[config.mk]
export PLATFORM = sky130hd
export DESIGN_NAME = tpc_datapath
export DESIGN_NICKNAME = d
export VERILOG_FILES = /design/src/hw/rtl/tpc_pkg.sv /design/src/hw/rtl/tpc_rem_unit.sv /design/src/hw/rtl/tpc_datapath.sv
export VERILOG_INCLUDE_DIRS = /design/src /design/src/hw/rtl
export SDC_FILE = /design/constraint.sdc
export NUM_CORES = 2
export LEC_CHECK = 0
export BUFFER_PORTS_ARGS = -buffer_cell sky130_fd_sc_hd__buf_2
export CAP_MARGIN = 30
export CORE_UTILIZATION = 35
export DETAILED_ROUTE_END_ITERATION = 16
export PLACE_DENSITY = 0.54
export SYNTH_ARGS = -nofsm -noshare
export SYNTH_HDL_FRONTEND = slang
export SYNTH_SLANG_ARGS = --single-unit
[constraint.sdc]
create_clock -name clk -period 10 [get_ports clk]
set_input_delay 1.5 -clock clk [delete_from_list [all_inputs] [get_ports clk]]
set_output_delay 1.5 -clock clk [all_outputs]
set_load 0.03 [all_outputs]
[src/hw/rtl/truncatable_prime_checker_assert.svh]
// Assertion macros shared by the truncatable prime checker RTL.
// No dependencies; include by bare file name inside a module body.
`ifndef TRUNCATABLE_PRIME_CHECKER_ASSERT_SVH
`define TRUNCATABLE_PRIME_CHECKER_ASSERT_SVH

// Same-cycle implication.
`define TPC_ASSERT_IMPL(lbl, clk, rst, ante, cons) \
  lbl: assert property (@(posedge clk) disable iff (rst) (ante) |-> (cons)) \
    else $error("assertion violated");

// Next-cycle implication.
`define TPC_ASSERT_NEXT(lbl, clk, rst, ante, cons) \
  lbl: assert property (@(posedge clk) disable iff (rst) (ante) |=> (cons)) \
    else $error("assertion violated");

`endif

[src/hw/rtl/tpc_pkg.sv]
// Package for the truncatable prime checker: command/status structs,
// divide-by-ten constants and the prime digit test. No dependencies.
`timescale 1ns / 1ps
`default_nettype none

package tpc_pkg;

  localparam int SUM_WIDTH      = 64;
  localparam int OUT_DATA_WIDTH = 72;

  // floor(x / 10) = (x * RECIP10) >> RECIP_SHIFT, exact for any 32-bit x
  localparam logic [31:0] RECIP10     = 32'hCCCC_CCCD;
  localparam int          RECIP_SHIFT = 35;

  typedef struct packed {
    logic load;
    logic div;
    logic dig_fail;
    logic prime_init;
    logic rem_start;
    logic trunc_fail;
    logic d_inc;
    logic shift;
    logic emit;
  } cmd_t;

  typedef struct packed {
    logic t_nonpos;
    logic digit_good;
    logic trunc_ok;
    logic sq_over;
    logic rem_busy;
    logic rem_done;
    logic rem_zero;
    logic q_zero;
    logic out_free;
  } sts_t;

  function automatic logic digit_prime(input logic [3:0] dig);
    return (dig == 4'd2) || (dig == 4'd3) || (dig == 4'd5) || (dig == 4'd7);
  endfunction

endpackage

`default_nettype wire

[src/hw/rtl/tpc_rem_unit.sv]
// Restoring remainder unit: dividend mod divisor, one dividend bit a cycle.
// Used by tpc_datapath for the trial divisions; no package dependency.
`timescale 1ns / 1ps
`default_nettype none

module tpc_rem_unit #(
  parameter int VALUE_WIDTH = 32
) (
  input  wire logic                     clk,
  input  wire logic                     rst,
  input  wire logic                     start,
  input  wire logic [VALUE_WIDTH-1:0]   dividend,
  input  wire logic [VALUE_WIDTH/2:0]   divisor,
  output logic                          busy,
  output logic                          done,
  output logic                          rem_zero
);

  localparam int DW = VALUE_WIDTH / 2 + 1;
  localparam int CW = $clog2(VALUE_WIDTH + 1);

  logic [DW:0]            rem;
  logic [VALUE_WIDTH-1:0] dvd;
  logic [CW-1:0]          cnt;
  logic [DW:0]            rem_sh;
  logic [DW:0]            rem_step;

  always_comb begin
    rem_sh   = {rem[DW-1:0], dvd[VALUE_WIDTH-1]};
    rem_step = (rem_sh >= {1'b0, divisor}) ? rem_sh - {1'b0, divisor} : rem_sh;
  end

  always_ff @(posedge clk) begin
    if (rst) begin
      busy <= 1'b0;
      done <= 1'b0;
    end else begin
      done <= busy && (cnt == CW'(1));
      if (start) begin
        busy <= 1'b1;
      end else if (busy && (cnt == CW'(1))) begin
        busy <= 1'b0;
      end
    end
  end

  always_ff @(posedge clk) begin
    if (start) begin
      rem <= '0;
      dvd <= dividend;
      cnt <= CW'(VALUE_WIDTH);
    end else if (busy) begin
      rem <= rem_step;
      dvd <= {dvd[VALUE_WIDTH-2:0], 1'b0};
      cnt <= cnt - CW'(1);
    end
  end

  assign rem_zero = (rem == '0);

endmodule

`default_nettype wire

[src/hw/rtl/tpc_datapath.sv]
// Datapath of the truncatable prime checker: digit split, trial divisor
// and square, flags, accumulator and output register. Uses tpc_pkg, tpc_rem_unit.
`timescale 1ns / 1ps
`default_nettype none

module tpc_datapath #(
  parameter int VALUE_WIDTH = 32
) (
  input  wire logic                               clk,
  input  wire logic                               rst,
  input  wire tpc_pkg::cmd_t                      cmd,
  output tpc_pkg::sts_t                           sts,
  input  wire logic [31:0]                        s_tdata,
  input  wire logic                               s_tlast,
  output logic                                    m_tvalid,
  input  wire logic                               m_tready,
  output logic [tpc_pkg::OUT_DATA_WIDTH-1:0]      m_tdata,
  output logic                                    m_tlast
);

  `include "truncatable_prime_checker_assert.svh"

  localparam int W  = VALUE_WIDTH;
  localparam int DW = W / 2 + 1;
  localparam int SW = W + 2;
  localparam int PADW = tpc_pkg::OUT_DATA_WIDTH - tpc_pkg::SUM_WIDTH - 2;

  logic [W-1:0]                    val;
  logic [W-1:0]                    t;
  logic [W-1:0]                    q;
  logic [DW-1:0]                   d;
  logic [SW-1:0]                   sq;
  logic                            dig_ok;
  logic                            trunc_ok;
  logic                            last;
  logic [tpc_pkg::SUM_WIDTH-1:0]   acc;

  logic [63:0]                     prod;
  logic [63:0]                     prod_sh;
  logic [3:0]                      digit;
  logic [tpc_pkg::SUM_WIDTH-1:0]   sval;
  logic [tpc_pkg::SUM_WIDTH-1:0]   sum_after;
  logic                            rem_busy;
  logic                            rem_done;
  logic                            rem_zero;

  always_comb begin
    prod    = 64'(32'(t)) * 64'(tpc_pkg::RECIP10);
    prod_sh = prod >> tpc_pkg::RECIP_SHIFT;
    // low digit: t - 10*q taken mod 16
    digit   = t[3:0] - {q[0], 3'b000} - {q[2:0], 1'b0};
    sval    = tpc_pkg::SUM_WIDTH'(signed'(val));
    sum_after = acc + (trunc_ok ? sval : '0);
  end

  tpc_rem_unit #(
    .VALUE_WIDTH(VALUE_WIDTH)
  ) u_rem (
    .clk      (clk),
    .rst      (rst),
    .start    (cmd.rem_start),
    .dividend (t),
    .divisor  (d),
    .busy     (rem_busy),
    .done     (rem_done),
    .rem_zero (rem_zero)
  );

  always_ff @(posedge clk) begin
    if (cmd.load) begin
      val      <= s_tdata[W-1:0];
      t        <= s_tdata[W-1:0];
      last     <= s_tlast;
      dig_ok   <= 1'b1;
      trunc_ok <= 1'b1;
    end
    if (cmd.div) begin
      q <= prod_sh[W-1:0];
    end
    if (cmd.dig_fail) begin
      dig_ok   <= 1'b0;
      trunc_ok <= 1'b0;
    end
    if (cmd.trunc_fail) begin
      trunc_ok <= 1'b0;
    end
    if (cmd.prime_init) begin
      d  <= DW'(2);
      sq <= SW'(4);
    end else if (cmd.d_inc) begin
      // (d+1)^2 = d^2 + 2d + 1
      d  <= d + DW'(1);
      sq <= sq + SW'({d, 1'b0}) + SW'(1);
    end
    if (cmd.shift) begin
      t <= q;
    end
    if (cmd.emit) begin
      m_tdata <= {{PADW{1'b0}}, sum_after, trunc_ok, dig_ok};
      m_tlast <= last;
    end
  end

  always_ff @(posedge clk) begin
    if (rst) begin
      acc      <= '0;
      m_tvalid <= 1'b0;
    end else begin
      if (cmd.emit) begin
        acc      <= last ? '0 : sum_after;
        m_tvalid <= 1'b1;
      end else if (m_tready) begin
        m_tvalid <= 1'b0;
      end
    end
  end

  always_comb begin
    sts            = '0;
    sts.t_nonpos   = val[W-1] || (val == '0);
    sts.digit_good = tpc_pkg::digit_prime(digit);
    sts.trunc_ok   = trunc_ok;
    sts.sq_over    = sq > SW'(t);
    sts.rem_busy   = rem_busy;
    sts.rem_done   = rem_done;
    sts.rem_zero   = rem_zero;
    sts.q_zero     = (q == '0);
    sts.out_free   = !m_tvalid || m_tready;
  end

  `TPC_ASSERT_IMPL(a_flag_order, clk, rst, !dig_ok, !trunc_ok)
  `TPC_ASSERT_NEXT(a_acc_clear, clk, rst, cmd.emit && last, acc == '0)

endmodule

`default_nettype wire

==> impl_metrics.tcl <==
set metrics [dict create \
    outcome "completed" \
    grtUsageMet1_pct 27.65 \
    hold_start "dig_ok$_SDFFE_PP0P_" \
    cts_num_sinks 337 \
    vias_per_cell 5.145 \
    wirelength_um 101900 \
    row_count 115 \
    yosysTopAreaCellShare_pct 22.25 \
    grt_pass1_wl_um 156700 \
    synth_area_um2 34990 \
    nNetsFinal 4467 \
    cts_max_level 2 \
    cts_root_buf "clkbuf_16" \
    dp_hpwl_um 85520 \
    dpl_cell_area_um2 36940 \
    routedWlPerCell_um 20.92 \
    grt_pass1_vias 25680 \
    max-slew-margin-rel_pct 37.70 \
    path_max_fanout 7 \
    synth_edf_count 193 \
    hp-class "reg2reg" \
    yosys_register_bits 337 \
    ys_types 74 \
    critPathKind "reg2reg" \
    post-route-util_pct 38.85 \
    port_buffers 121 \
    seq_area_frac_synth_pct 24.80 \
    tritoncts "built" \
    ios 128 \
    cts-buffers-inserted 42 \
    yosysWarnings 0 \
    die_h_um 318.2 \
    busiest_layer "met2" \
    ys_top_cells_by_area "fa_1 (22%), ha_1 (17%), edfxtp_1 (17%)" \
    ant_nets 0 \
    worstReg2RegStart "t[20]$_DFFE_PP_" \
    chipWidth_um 318.2 \
    drt_iter0_markers 1760 \
    use_met3_pct 2.569 \
    crit_path_end_kind "register" \
    cts_setup_buffers 0 \
    cts_resized 0 \
    clockBufferDepth 3 \
    drv_cap 0 \
    die_area_um2 101300 \
    finClkSkew_ns 0.02575 \
    min_period_ns 8.143 \
    insertion_delay_ns 0.61 \
    max_freq_mhz 122.8 \
    drv_slew 0 \
    tns_ns 0 \
    period_share_pct 81.43 \
    slowest_stage "ha_1" \
    netlist_instances 3468 \
    rsz0062_at_grt "false" \
    grt.overflow.total 0 \
    final-setup-viol-count 0 \
    worstPathRequired_ns 10.34 \
    vias 25080 \
    start_util_pct 35.45 \
    cp-startpoint "t[20]$_DFFE_PP_" \
    core-area_um2 98710 \
    drive_above_1_share_pct 8.226 \
    cp_cell_sequence "ha_1 -> inv_1 -> fa_1 -> inv_1 -> fa_1 -> inv_1 -> fa_1 -> inv_1 -> fa_1 -> fa_1 -> fa_1 -> fa_1 -> ha_1 -> nand4_2 -> nor4_2 -> nand4_1 -> nor4_2 -> o21bai_1 -> a21oi_2 -> a21oi_2 -> o31ai_2 -> a41oi_1 -> o21bai_2 -> xor2_1" \
    async_flop_share_pct 0 \
    cp_top_family "adder cells" \
    critical_path.most_common_cell "fa_1" \
    finalInstanceArea_um2 38350 \
    cp-start-kind "register" \
    drt_pre_antenna_iters 6 \
    grtUsageTotal_pct 20.21 \
    whs_ns 0.4340 \
    synth_area_per_cell_um2 10.09 \
    critPathBufInv 4 \
    cts_hold_buf 0 \
    hold_viol 0 \
    place_congestion 0.9749 \
    path_clk_slew_ns 0.06 \
    use_met2_pct 32.79 \
    cp.arrival_ns 8.49 \
    tightest_slew_ns 0.9223 \
    grt_max_degree 59 \
    drc 0 \
    slowest_delay_ns 0.63 \
    area_growth_pct 9.593 \
    yosys_most_used_dff "edfxtp_1" \
    antenna_found_initial 4 \
    yosys.area.top_type "fa_1" \
]
## Yosys cell counts, drive strengths merged, types with 4 or more instances
cell / count
mux2: 60
o211ai: 15
dfxtp: 144
a21boi: 6
a31o: 4
nor2b: 23
o21ai: 117
a2111oi: 8
edfxtp: 193
nand2: 157
ha: 481
o31ai: 7
and3: 18
and4: 9
buf: 25
mux2i: 17
and2: 47
a211oi: 39
nor4: 21
o221ai: 8
nand4: 62
or2: 5
nor3: 37
inv: 615
a41oi: 7
a21oi: 190
nand3: 36
a31oi: 19
a21o: 88
o21a: 15
xnor2: 107
clkbuf: 79
nor2: 194
or3: 12
xor2: 89
a22o: 33
a22oi: 23
o21bai: 21
nand2b: 12
fa: 389
## flip-flops by register name, summed over array words and instances, names as in the netlist, 6 cells and up
register   cells
acc           64
val           32
u_rem.cnt      6
d             17
t             32
q             29
sq            34
m_tdata       66
u_rem.dvd     32
u_rem.rem     18
## worst paths after layout
check / endpoint / slack (ns) / cells after the start
max: q[24]$_DFFE_PP_ / 1.86 / 24
max reg2reg: q[24]$_DFFE_PP_ / 1.86 / 24
min reg2reg: m_tdata[0]$_DFFE_PP_ / 0.43 / 0
min: m_tdata[0]$_DFFE_PP_ / 0.43 / 0
## layout make-up
class / count / area (um^2)
fillers: 9879 / 60360
multi-input cells: 2417 / 23600
flip-flops and latches: 337 / 8680
inverters: 615 / 2308
well taps: 1287 / 1610
clock buffers: 52 / 1130
repair buffers: 139 / 755.7
clock inverters: 26 / 261.5
diodes: 1 / 2.502
## routing by layer
metal  part of all wire (%)  wire length [um]
met3                    4.7              4818
met4                    3.6              3652
met1                     45             46210
met5                  0.040                41
met2                     46             47220
## kinds of logic (layout without fill, tap and decap cells)
kind of cell / Yosys count / in the layout / synth area share (%)
AOI/OAI and AO/OA: 627 / 627 / 11.71
xor gates and xnor gates: 196 / 196 / 4.905
adders and majority gates: 870 / 870 / 39.45
buffers and inverters: 719 / 832 / 7.862
DFF: 337 / 337 / 24.80
muxes: 77 / 77 / 2.417
other: 1 / 7 / 0.01072
and+or+nand+nor: 641 / 641 / 8.846
## cell usage in the layout, fill, tap and decap left out, types with 12 or more instances in the layout
| cell | netlist | final |
|---|---|---|
| a211oi_1 | 39 | 38 |
| a21o_1 | 88 | 88 |
| a21oi_1 | 184 | 184 |
| a22o_1 | 33 | 33 |
| a22oi_1 | 23 | 23 |
| a31oi_1 | 17 | 17 |
| and2_1 | 46 | 46 |
| and3_1 | 18 | 18 |
| buf_2 | 11 | 120 |
| buf_4 | 10 | 18 |
| clkbuf_16 | 0 | 43 |
| dfxtp_1 | 144 | 143 |
| edfxtp_1 | 193 | 193 |
| fa_1 | 389 | 389 |
| ha_1 | 481 | 481 |
| inv_1 | 615 | 615 |
| mux2_2 | 60 | 60 |
| mux2i_1 | 17 | 17 |
| nand2_1 | 157 | 157 |
| nand2b_1 | 12 | 12 |
| nand3_1 | 36 | 36 |
| nand4_1 | 61 | 61 |
| nor2_1 | 194 | 193 |
| nor2b_1 | 23 | 23 |
| nor3_1 | 37 | 36 |
| nor4_1 | 19 | 19 |
| o211ai_1 | 15 | 15 |
| o21a_1 | 15 | 15 |
| o21ai_0 | 107 | 107 |
| o21bai_1 | 19 | 19 |
| or3_1 | 12 | 12 |
| xnor2_1 | 107 | 107 |
| xor2_1 | 89 | 89 |
## per-stage QoR
stage	setup WS [ns]	std cells
floorplan	2.834	3473
detailed placement	1.929	4794
global placement	2.010	4794
finish	1.857	4874
global route	1.477	4873
CTS	1.909	4872
Power is left out: the tool's default activity adds up to more than one toggle a clock period on the data nets, which glitch-free logic cannot reach.
